[src/rtl/core/cgl_pkg.sv]
// ---------------------------------------------------------------------------
// cgl_pkg: shared types and constants of the color gradient lookup core
// Field widths, fixed-point constants, operation codes and the stop record.
// ---------------------------------------------------------------------------
`default_nettype none

package cgl_pkg;

    // position format, Q0.FRAC with one extra bit for 1.0
    localparam int POS_FRAC_BITS = 16;
    localparam int POS_W         = POS_FRAC_BITS + 1;
    localparam logic [POS_W-1:0] POS_ONE = POS_W'(1) << POS_FRAC_BITS;

    // lookup parameter is signed, one bit wider than a position
    localparam int T_W = POS_W + 1;

    // other field widths
    localparam int IDX_W   = 4;
    localparam int CNT_W   = 5;
    localparam int COLOR_W = 8;
    localparam int NUM_CH  = 4;

    // product of a position span and a channel difference
    localparam int PROD_W = POS_W + COLOR_W;

    // default table depth
    localparam int MAX_STOPS = 16;

    // operation codes
    typedef enum logic {
        OP_LOAD   = 1'b0,
        OP_LOOKUP = 1'b1
    } t_op;

    // color, red in the low byte
    typedef struct packed {
        logic [COLOR_W-1:0] alpha;
        logic [COLOR_W-1:0] blue;
        logic [COLOR_W-1:0] green;
        logic [COLOR_W-1:0] red;
    } t_rgba;

    // one table entry
    typedef struct packed {
        logic [POS_W-1:0] pos;
        t_rgba            color;
    } t_stop;

    localparam int STOP_W = $bits(t_stop);

    // request from the search control to the channel blend lanes
    typedef struct packed {
        logic             start;
        logic [POS_W-1:0] span_t;
        logic [POS_W-1:0] span_p;
    } t_lane_req;

endpackage

`default_nettype wire

[src/rtl/core/cgl_ram.sv]
// ---------------------------------------------------------------------------
// cgl_ram: generic single-port-write, single-port-read RAM
// One write and one registered read per cycle.
// ---------------------------------------------------------------------------
`default_nettype none

module cgl_ram #(
    parameter int WIDTH = 8,
    parameter int DEPTH = 16
) (
    input  wire logic                     i_clk,
    input  wire logic                     i_we,
    input  wire logic [$clog2(DEPTH)-1:0] i_waddr,
    input  wire logic [WIDTH-1:0]         i_wdata,
    input  wire logic [$clog2(DEPTH)-1:0] i_raddr,
    output      logic [WIDTH-1:0]         o_rdata
);

    logic [WIDTH-1:0] r_mem [DEPTH];
    logic [WIDTH-1:0] r_rdata;

    // write port and registered read port
    always_ff @(posedge i_clk) begin
        if (i_we) begin
            r_mem[i_waddr] <= i_wdata;
        end
        r_rdata <= r_mem[i_raddr];
    end

    assign o_rdata = r_rdata;

endmodule

`default_nettype wire

[src/rtl/core/cgl_lane.sv]
// ---------------------------------------------------------------------------
// cgl_lane: one color channel of the linear blend
// Bit-serial shift-and-add multiply, then a restoring divide one quotient
// bit per cycle; result is a + or - the truncated quotient.
// ---------------------------------------------------------------------------
`default_nettype none

module cgl_lane (
    input  wire logic                        i_clk,
    input  wire logic                        i_rst_n,
    input  wire cgl_pkg::t_lane_req          i_req,
    input  wire logic [cgl_pkg::COLOR_W-1:0] i_a,
    input  wire logic [cgl_pkg::COLOR_W-1:0] i_b,
    output      logic                        o_done,
    output      logic [cgl_pkg::COLOR_W-1:0] o_color
);

    localparam int CW     = cgl_pkg::COLOR_W;
    localparam int PW     = cgl_pkg::PROD_W;
    localparam int STEPS  = 2 * CW;
    localparam int STEP_W = $clog2(STEPS);

    logic              r_run,   n_run;
    logic              r_done,  n_done;
    logic [STEP_W-1:0] r_step,  n_step;
    logic [CW-1:0]     r_a,     n_a;
    logic              r_neg,   n_neg;
    logic [CW-1:0]     r_mag,   n_mag;
    logic [PW-1:0]     r_mcand, n_mcand;
    logic [PW-1:0]     r_acc,   n_acc;
    logic [PW-1:0]     r_dsh,   n_dsh;
    logic [CW-1:0]     r_quo,   n_quo;
    logic [CW-1:0]     r_color, n_color;

    // multiply phase then divide phase, one bit per cycle
    always_comb begin
        n_run   = r_run;
        n_done  = 1'b0;
        n_step  = r_step;
        n_a     = r_a;
        n_neg   = r_neg;
        n_mag   = r_mag;
        n_mcand = r_mcand;
        n_acc   = r_acc;
        n_dsh   = r_dsh;
        n_quo   = r_quo;
        n_color = r_color;
        if (i_req.start) begin
            n_run   = 1'b1;
            n_step  = '0;
            n_a     = i_a;
            n_neg   = (i_b < i_a);
            n_mag   = (i_b < i_a) ? (i_a - i_b) : (i_b - i_a);
            n_mcand = PW'(i_req.span_t);
            n_acc   = '0;
            n_dsh   = PW'(i_req.span_p) << (CW - 1);
            n_quo   = '0;
        end else if (r_run) begin
            if (32'(r_step) < CW) begin
                // shift-and-add over the bits of the channel difference
                if (r_mag[0]) begin
                    n_acc = r_acc + r_mcand;
                end
                n_mcand = r_mcand << 1;
                n_mag   = r_mag >> 1;
            end else begin
                // restoring divide, quotient does not exceed the channel difference
                if (r_acc >= r_dsh) begin
                    n_acc = r_acc - r_dsh;
                    n_quo = {r_quo[CW-2:0], 1'b1};
                end else begin
                    n_quo = {r_quo[CW-2:0], 1'b0};
                end
                n_dsh = r_dsh >> 1;
            end
            n_step = r_step + 1'b1;
            if (32'(r_step) == STEPS - 1) begin
                n_run   = 1'b0;
                n_done  = 1'b1;
                n_color = r_neg ? (r_a - n_quo) : (r_a + n_quo);
            end
        end
    end

    always_ff @(posedge i_clk) begin
        if (!i_rst_n) begin
            r_run  <= 1'b0;
            r_done <= 1'b0;
            r_step <= '0;
        end else begin
            r_run  <= n_run;
            r_done <= n_done;
            r_step <= n_step;
        end
        r_a     <= n_a;
        r_neg   <= n_neg;
        r_mag   <= n_mag;
        r_mcand <= n_mcand;
        r_acc   <= n_acc;
        r_dsh   <= n_dsh;
        r_quo   <= n_quo;
        r_color <= n_color;
    end

    assign o_done  = r_done;
    assign o_color = r_color;

endmodule

`default_nettype wire

[src/rtl/core/color_gradient_lookup_core.sv]
// ---------------------------------------------------------------------------
// color_gradient_lookup_core: piecewise linear RGBA color ramp
// Table of gradient stops searched in order, with a bit-serial channel blend.
// ---------------------------------------------------------------------------
// Usage:
//   Command channel: an item is taken at a clock edge with start high and
//   busy low. A load (i_operation = load) writes one stop in that cycle and
//   never raises busy; it gives no result. A lookup with stops raises busy
//   until its result is out.
//   Result channel: o_valid is high for one cycle with the color on the
//   o_out_* ports; the receiver cannot stall, the beat is taken that cycle.
//   Config: i_cfg_we writes i_cfg_wdata into the stop count. Users write it only when idle; the core does not check.
// Timing:
//   A lookup with no stops gives its result in the next cycle. Otherwise the
//   stop table memory is read one entry per cycle, the next entry being read
//   while the current one is compared, until an entry at or above t or the
//   last entry ends the search; an interpolation then waits for the blend
//   lanes to multiply and then divide bit-serially. busy falls as the
//   result beat is shown, so the next item can be taken in that cycle.
// Reset:
//   Clears the control state and the stop count; the stop table itself is
//   not cleared and must be loaded before it is used.
// ---------------------------------------------------------------------------
`default_nettype none

module color_gradient_lookup_core #(
    parameter int MAX_STOPS = cgl_pkg::MAX_STOPS
) (
    input  wire logic                               i_clk,
    input  wire logic                               i_rst_n,
    // command channel
    input  wire logic                               start,
    output      logic                               busy,
    input  wire logic                               i_operation,
    input  wire logic [cgl_pkg::IDX_W-1:0]          i_stop_index,
    input  wire logic [cgl_pkg::POS_W-1:0]          i_stop_position,
    input  wire logic [cgl_pkg::COLOR_W-1:0]        i_stop_red,
    input  wire logic [cgl_pkg::COLOR_W-1:0]        i_stop_green,
    input  wire logic [cgl_pkg::COLOR_W-1:0]        i_stop_blue,
    input  wire logic [cgl_pkg::COLOR_W-1:0]        i_stop_alpha,
    input  wire logic signed [cgl_pkg::T_W-1:0]     i_lookup_t,
    // config port
    input  wire logic                               i_cfg_we,
    input  wire logic [cgl_pkg::CNT_W-1:0]          i_cfg_wdata,
    // result channel
    output      logic                               o_valid,
    output      logic [cgl_pkg::COLOR_W-1:0]        o_out_red,
    output      logic [cgl_pkg::COLOR_W-1:0]        o_out_green,
    output      logic [cgl_pkg::COLOR_W-1:0]        o_out_blue,
    output      logic [cgl_pkg::COLOR_W-1:0]        o_out_alpha
);

    localparam int AW  = $clog2(MAX_STOPS);
    localparam int CW  = $clog2(MAX_STOPS + 1);
    localparam int PW  = cgl_pkg::POS_W;
    localparam int IW  = cgl_pkg::IDX_W;
    localparam int CHW = cgl_pkg::COLOR_W;
    localparam int NCH = cgl_pkg::NUM_CH;

    typedef enum logic [1:0] {
        ST_IDLE,
        ST_READ,
        ST_CMP,
        ST_BLEND
    } t_state;

    t_state                   r_state, n_state;
    logic [cgl_pkg::CNT_W-1:0] r_count, n_count;
    logic [CW-1:0]            r_cnt,   n_cnt;
    logic [CW-1:0]            r_idx,   n_idx;
    logic [PW-1:0]            r_t,     n_t;
    cgl_pkg::t_stop           r_prev,  n_prev;
    logic                     r_valid, n_valid;
    cgl_pkg::t_rgba           r_color, n_color;

    logic                     accept;
    logic                     load_we;
    logic [AW+IW-1:0]         load_idx_ext;
    logic [PW-1:0]            load_pos;
    cgl_pkg::t_stop           load_stop;
    logic [CW-1:0]            rd_idx;
    logic [cgl_pkg::STOP_W-1:0] ram_rdata;
    cgl_pkg::t_stop           rd_stop;
    logic [CW-1:0]            idx_next;
    logic [CW-1:0]            eff_count;
    logic [PW-1:0]            t_clamped;
    cgl_pkg::t_lane_req       lane_req;
    logic [NCH-1:0]           lane_done;
    logic [NCH-1:0][CHW-1:0]  prev_ch;
    logic [NCH-1:0][CHW-1:0]  cur_ch;
    logic [NCH-1:0][CHW-1:0]  lane_ch;
    cgl_pkg::t_rgba           lane_color;

    assign accept = start && !busy;

    // load path: saturated position, slot range check
    assign load_idx_ext = (AW + IW)'(i_stop_index);
    assign load_we      = accept && (i_operation == cgl_pkg::OP_LOAD)
                          && (32'(i_stop_index) < MAX_STOPS);
    assign load_pos     = (i_stop_position > cgl_pkg::POS_ONE) ?
                          cgl_pkg::POS_ONE : i_stop_position;
    assign load_stop    = '{pos: load_pos,
                            color: '{alpha: i_stop_alpha, blue: i_stop_blue,
                                     green: i_stop_green, red: i_stop_red}};

    // effective count and clamped t at accept
    assign eff_count = (32'(r_count) > MAX_STOPS) ? CW'(MAX_STOPS) : CW'(r_count);
    assign t_clamped = i_lookup_t[cgl_pkg::T_W-1] ? '0 :
                       (i_lookup_t[PW-1:0] > cgl_pkg::POS_ONE) ? cgl_pkg::POS_ONE :
                       i_lookup_t[PW-1:0];

    // read one entry ahead while comparing
    assign idx_next = r_idx + 1'b1;
    assign rd_idx   = (r_state == ST_CMP) ? idx_next : r_idx;

    cgl_ram #(
        .WIDTH (cgl_pkg::STOP_W),
        .DEPTH (MAX_STOPS)
    ) u_stop_ram (
        .i_clk   (i_clk),
        .i_we    (load_we),
        .i_waddr (load_idx_ext[AW-1:0]),
        .i_wdata (load_stop),
        .i_raddr (rd_idx[AW-1:0]),
        .o_rdata (ram_rdata)
    );

    assign rd_stop = cgl_pkg::t_stop'(ram_rdata);

    // blend lanes, one per channel
    assign prev_ch           = r_prev.color;
    assign cur_ch            = rd_stop.color;
    assign lane_req.start    = (r_state == ST_CMP) && (rd_stop.pos > r_t)
                               && (r_idx != '0);
    assign lane_req.span_t   = r_t - r_prev.pos;
    assign lane_req.span_p   = rd_stop.pos - r_prev.pos;

    for (genvar ch = 0; ch < NCH; ch++) begin : g_lane
        cgl_lane u_lane (
            .i_clk   (i_clk),
            .i_rst_n (i_rst_n),
            .i_req   (lane_req),
            .i_a     (prev_ch[ch]),
            .i_b     (cur_ch[ch]),
            .o_done  (lane_done[ch]),
            .o_color (lane_ch[ch])
        );
    end

    assign lane_color = cgl_pkg::t_rgba'(lane_ch);

    // search control
    always_comb begin
        n_state = r_state;
        n_count = r_count;
        n_cnt   = r_cnt;
        n_idx   = r_idx;
        n_t     = r_t;
        n_prev  = r_prev;
        n_valid = 1'b0;
        n_color = r_color;
        if (i_cfg_we) begin
            n_count = i_cfg_wdata;
        end
        case (r_state)
            ST_IDLE: begin
                if (accept && (i_operation == cgl_pkg::OP_LOOKUP)) begin
                    if (eff_count == '0) begin
                        n_valid = 1'b1;
                        n_color = '0;
                    end else begin
                        n_state = ST_READ;
                        n_cnt   = eff_count;
                        n_idx   = '0;
                        n_t     = t_clamped;
                    end
                end
            end
            ST_READ: begin
                n_state = ST_CMP;
            end
            ST_CMP: begin
                if (rd_stop.pos == r_t) begin
                    // exact match
                    n_state = ST_IDLE;
                    n_valid = 1'b1;
                    n_color = rd_stop.color;
                end else if (rd_stop.pos > r_t) begin
                    if (r_idx == '0) begin
                        // below the first stop
                        n_state = ST_IDLE;
                        n_valid = 1'b1;
                        n_color = rd_stop.color;
                    end else begin
                        n_state = ST_BLEND;
                    end
                end else begin
                    n_prev = rd_stop;
                    n_idx  = idx_next;
                    if (idx_next == r_cnt) begin
                        // past the last stop
                        n_state = ST_IDLE;
                        n_valid = 1'b1;
                        n_color = rd_stop.color;
                    end
                end
            end
            ST_BLEND: begin
                if (&lane_done) begin
                    n_state = ST_IDLE;
                    n_valid = 1'b1;
                    n_color = lane_color;
                end
            end
            default: begin
                n_state = ST_IDLE;
            end
        endcase
    end

    always_ff @(posedge i_clk) begin
        if (!i_rst_n) begin
            r_state <= ST_IDLE;
            r_count <= '0;
            r_valid <= 1'b0;
        end else begin
            r_state <= n_state;
            r_count <= n_count;
            r_valid <= n_valid;
        end
        r_cnt   <= n_cnt;
        r_idx   <= n_idx;
        r_t     <= n_t;
        r_prev  <= n_prev;
        r_color <= n_color;
    end

    assign busy        = (r_state != ST_IDLE);
    assign o_valid     = r_valid;
    assign o_out_red   = r_color.red;
    assign o_out_green = r_color.green;
    assign o_out_blue  = r_color.blue;
    assign o_out_alpha = r_color.alpha;

endmodule

`default_nettype wire

[config.mk]
export PLATFORM = sky130hd
export DESIGN_NAME = color_gradient_lookup_core
export DESIGN_NICKNAME = d
export VERILOG_FILES = /design/src/rtl/core/cgl_pkg.sv /design/src/rtl/core/cgl_ram.sv /design/src/rtl/core/cgl_lane.sv /design/src/rtl/core/color_gradient_lookup_core.sv
export SDC_FILE = /design/constraint.sdc
export NUM_CORES = 2
export LEC_CHECK = 0
export BUFFER_PORTS_ARGS = -buffer_cell sky130_fd_sc_hd__buf_2
export CORE_MARGIN = 10
export CORE_UTILIZATION = 57
export CTS_BUF_LIST = sky130_fd_sc_hd__clkbuf_16
export DETAILED_ROUTE_END_ITERATION = 16
export PLACE_DENSITY = 0.79
export SLEW_MARGIN = 10
export SYNTH_ARGS = -nofsm -noshare
export SYNTH_HDL_FRONTEND = slang
export SYNTH_SLANG_ARGS = --single-unit
[constraint.sdc]
create_clock -name i_clk -period 6.4 [get_ports i_clk]
set_input_delay 1.92 -clock i_clk [delete_from_list [all_inputs] [get_ports i_clk]]
set_output_delay 1.92 -clock i_clk [all_outputs]
set_load 0.01 [all_outputs]
==> impl.org <==
** Cells and area
- Fin cells :: roughly 7,200
- Relative to the synthesized area, the layout overhead comes to 10.2%.
- For this run, the post-layout net count is 5,932.
- Of the cells placed in the final design, the portion with a size suffix greater than 1 is between 10% and 20%.
- The library cell used most frequently in the layout, excluding fill and tap cells, is edfxtp_1.
- The top cell types in the final layout, fill and taps aside, are edfxtp_1, nand2_1, a21oi_1.
- Finished Cell Area :: 75,200 um2
- Fill cell total of the finished layout :: 8,465

** Timing
- Layout Skew :: 0.0234 ns
- Post-route setup TNS :: 0 ns
- The final number of max-transition violations is 0.
- The final hold violation count came to 0.
- Worst slew slack as a fraction of its limit :: approximately 14%
- Post-Route Hold Slack :: 0.450 ns
- The worst path uses between 70% and 80% of the clock period.
- Period minus WS final :: approximately 4.8 ns
- Setup-violating endpoint count in the final report :: 0
- Timing would allow up to just over 200 MHz.
- Setup repair after global routing left no endpoint under its margin.
- For the pin with the worst max-slew slack, the measured transition is 1.29 ns.
- In the post-route analysis, the smallest setup slack over all paths is 1.56 ns.

** Yosys
- Area fraction of the dominant cell type after synthesis :: between 40% and 50%
- The largest total area in the synthesized netlist belongs to edfxtp_1.
- Number of warnings reported in the yosys synthesis log :: 0
- Of all flip-flops after synthesis, the portion carrying an async set or reset was 0%.
- Mean instance size in the synthesized netlist :: about 13 um2
- In this run the cell area of the synthesized design comes to 68,200 um2.
- Counting every net in the synthesized netlist gives between 5,000 and 6,000.
- Unique masters post-synth :: 91
- Part of the Yosys area used for sequential elements :: 57.7%
- Yosys mapped a number of flops with a built-in enable equal to 1,128.
- In the post-synthesis netlist, the biggest area contributors are edfxtp_1, mux4_2, dfxtp_1.
- Counting every instance in the synthesized netlist gives 5,376.
- Synthesis inferred 1,401 register bits.
- In the synthesized netlist the dominant register cell turns out to be edfxtp_1.

** Placement
- In this run the cell area measured after placement is 70,700 um2.
- Detailed placement ended at an HPWL of 103 mm.
- Routability-driven placement finished with a final weighted congestion of between 0.9 and 1.
- At the placement stage, the worst setup path has a slack of 1.77 ns.
- Number of placed cells counting well taps :: 6,945
- Input and output buffers added on the ports amount to between 100 and 150.

** Route
- Vias :: 44,900
- After detailed routing, the number of vias per cell comes to 6.22.
- The first routing iteration left 4,847 violations.
- In the final routed layout, each cell accounts on average for 23.6 um.
- After detailed routing, the number of remaining DRC violations is 0.
- Once detail routing completed, the nets flagged for antenna violations numbered 0.
- Total wirelength of the detailed-routed design :: 170 mm
- The pre-antenna-repair detailed-routing pass consisted of 6 iterations.

** Critical path
- Startpoint class of the critical path :: flip-flop
- Startpoint of the worst setup timing path :: r_t[6]
- Largest fanout on the critical path :: slightly below 80
- For the worst setup path, the data arrival time is ~5.3 ns.
- In this run the critical register-to-register path is launched from r_t[6].
- At the worst endpoint, the required time is 6.84 ns.
- The critical path in this run is classified as reg -> reg.
- Critical Path Sink Type :: flip-flop

** Floorplanning
- The die is 366 um tall.
- Cell row count :: 126
- The core region is 118,000 um2.
- For this design the top-level I/O count stands at 115.
- From left edge to right edge, the die measures 366 um.
- The die covers 134,000 um2.
- Initial Utilization :: between 50% and 60%

** CTS
- Clock latency on the worst-skew pair, taken at its later pin, is 0.77 ns.
- CTS clk-pin slew, worst paths :: 0.07 ns
- Clock Tree Buf Depth :: 3
- The root buffer cell chosen for the clock tree is clkbuf_16.
- The number of clock buffers added by TritonCTS is 143.
- TritonCTS built the clock tree.
- Number of setup buffers added after CTS :: 0
- Cts hold-fix bufs :: 0
- Clock tree synthesis found a total of about 1,400 sinks.
- Total of cells resized after clock tree synthesis :: 0
- H-tree levels :: 4

** Power and ir drop
- Internal :: between 20 and 25 mW
- Power spread over the standard cell area amounts to 430 nW/um2.
- The clock network burns 24.8% of the power.
- Sequential share of power :: 36.6%
- Across the VDD grid, the largest voltage drop is 0.303 mV.
- Sw Ratio :: 35.6%
- Static leakage :: 28.1 nW
- Net switching component of the power :: 11.5 mW
- Of the total power, combinational logic draws 38.6%.

** Min path
- Type of the worst min-delay path :: reg -> reg
- The worst hold path begins at u_stop_ram.o_rdata[32].

** GRT
- The initial antenna violation count came to 14.
- Total track usage :: 24.7%
- Remaining global-route overflow :: 0
- The first global-routing pass estimated ~260 mm of wire.
- Number of global-route vias before repair :: approximately 44,000
- Maximum number of pins on one net before global-route repair :: 140

** Flow run
- The tool flagged a number of max-cap violations equal to 0.

** Status
- The run finished with clean final reports.
==> Yosys cell counts, types with 25 or more instances <==
cell and instances:
nor3_1 78, a211oi_1 63, inv_1 304, a21o_1 138
xor2_1 124, mux2i_1 84, nand4_1 28, edfxtp_1 1128
clkbuf_1 118, dfxtp_1 273, o21bai_1 30, o21ai_1 28
nor2_1 329, o211ai_1 26, a21oi_1 387, a31oi_1 37
nand2_1 508, o21ai_0 241, nand2b_1 53, nor2b_1 110
ha_1 339, xnor2_1 140, mux4_2 245, buf_2 68
and2_1 36, nand3_1 74, o21a_1 52, or3_1 25
==> worst paths after layout <==
| check | slack [ns] | to | cells after the start |
|---|---|---|---|
| hold reg to reg | 0.45 | r_prev[32] | 0 |
| hold / removal | 0.45 | r_prev[32] | 0 |
| setup reg to reg | 1.56 | o_out_blue[2] | 12 |
| setup / recovery | 1.56 | o_out_blue[2] | 12 |
==> final cells by class <==
type	count	area, um2	share of cell area (%)
sequential	1401	39300	52.3
clock buffer	146	3650	4.86
antenna	6	15.0	0.0200
clock inverter	117	782	1.04
inverter	310	1170	1.56
multi-input combinational	3457	27000	36.0
tap	1600	2000	2.66
timing repair buffer	177	1180	1.57
==> state kept, by name, indices dropped and copies added (netlist names), 16 cells and up <==
signal,cells
u_stop_ram.r_mem,784
g_lane.u_lane.r_a,32
g_lane.u_lane.r_mag,32
u_stop_ram.o_rdata,49
g_lane.u_lane.r_dsh,96
g_lane.u_lane.r_quo,32
prev_ch,32
g_lane.u_lane.r_mcand,100
g_lane.u_lane.r_acc,100
r_t,17
g_lane.u_lane.o_color,32
g_lane.u_lane.r_step,16
r_prev,17
==> cell families after synthesis <==
| group | synth area share (%) |
|---|---|
| AO/OA/AOI/OAI | 10.5 |
| XOR/XNOR | 3.39 |
| adder cells (fa/ha/maj) | 6.88 |
| buffers and inverters | 2.99 |
| flip-flops | 57.7 |
| multiplexers | 9.55 |
| AND/OR/NAND/NOR | 9.03 |
==> power groups by stage <==
stage	clock network, mW	registers [mW]	logic [mW]
finish	8.01	11.8	12.5
detailed placement	0	12.0	12.2
global placement	0	11.9	11.8
floorplan	0	11.7	9.55
global route	8.44	11.9	13.8
CTS	8.10	11.8	12.4
==> stage by stage <==
stage | util [%] | power, mW
2_1_floorplan | - | 21.2
3_3_place_gp | 59.7 | 23.8
3_5_place_dp | 59.7 | 24.2
4_1_cts | 63.5 | 32.3
5_1_grt | 63.5 | 34.1
6_report | 63.5 | 32.3
==> layer usage <==
layer / up-vias / track usage (%) / share of wire, %
li1: 20300 / - / -
met1: 22000 / 32.2 / 39
met2: 2230 / 40.9 / 49
met3: 419 / 4.52 / 8.4
met4: 8 / 9.85 / 3.8
met5: - / 0 / 0.033
==> worst max-delay path, stage by stage (launching register included) <==
cell	delay [ns]
edfxtp_1	0.39
inv_1	0.08
ha_1	0.33
a21o_1	0.17
a21o_1	0.18
a21oi_1	0.18
o221ai_1	0.14
a221oi_1	0.43
or3_4	0.71
inv_8	0.38
a221o_1	0.42
nor2_4	0.64
buf_4	0.38
(Power assumes the default switching activity.)
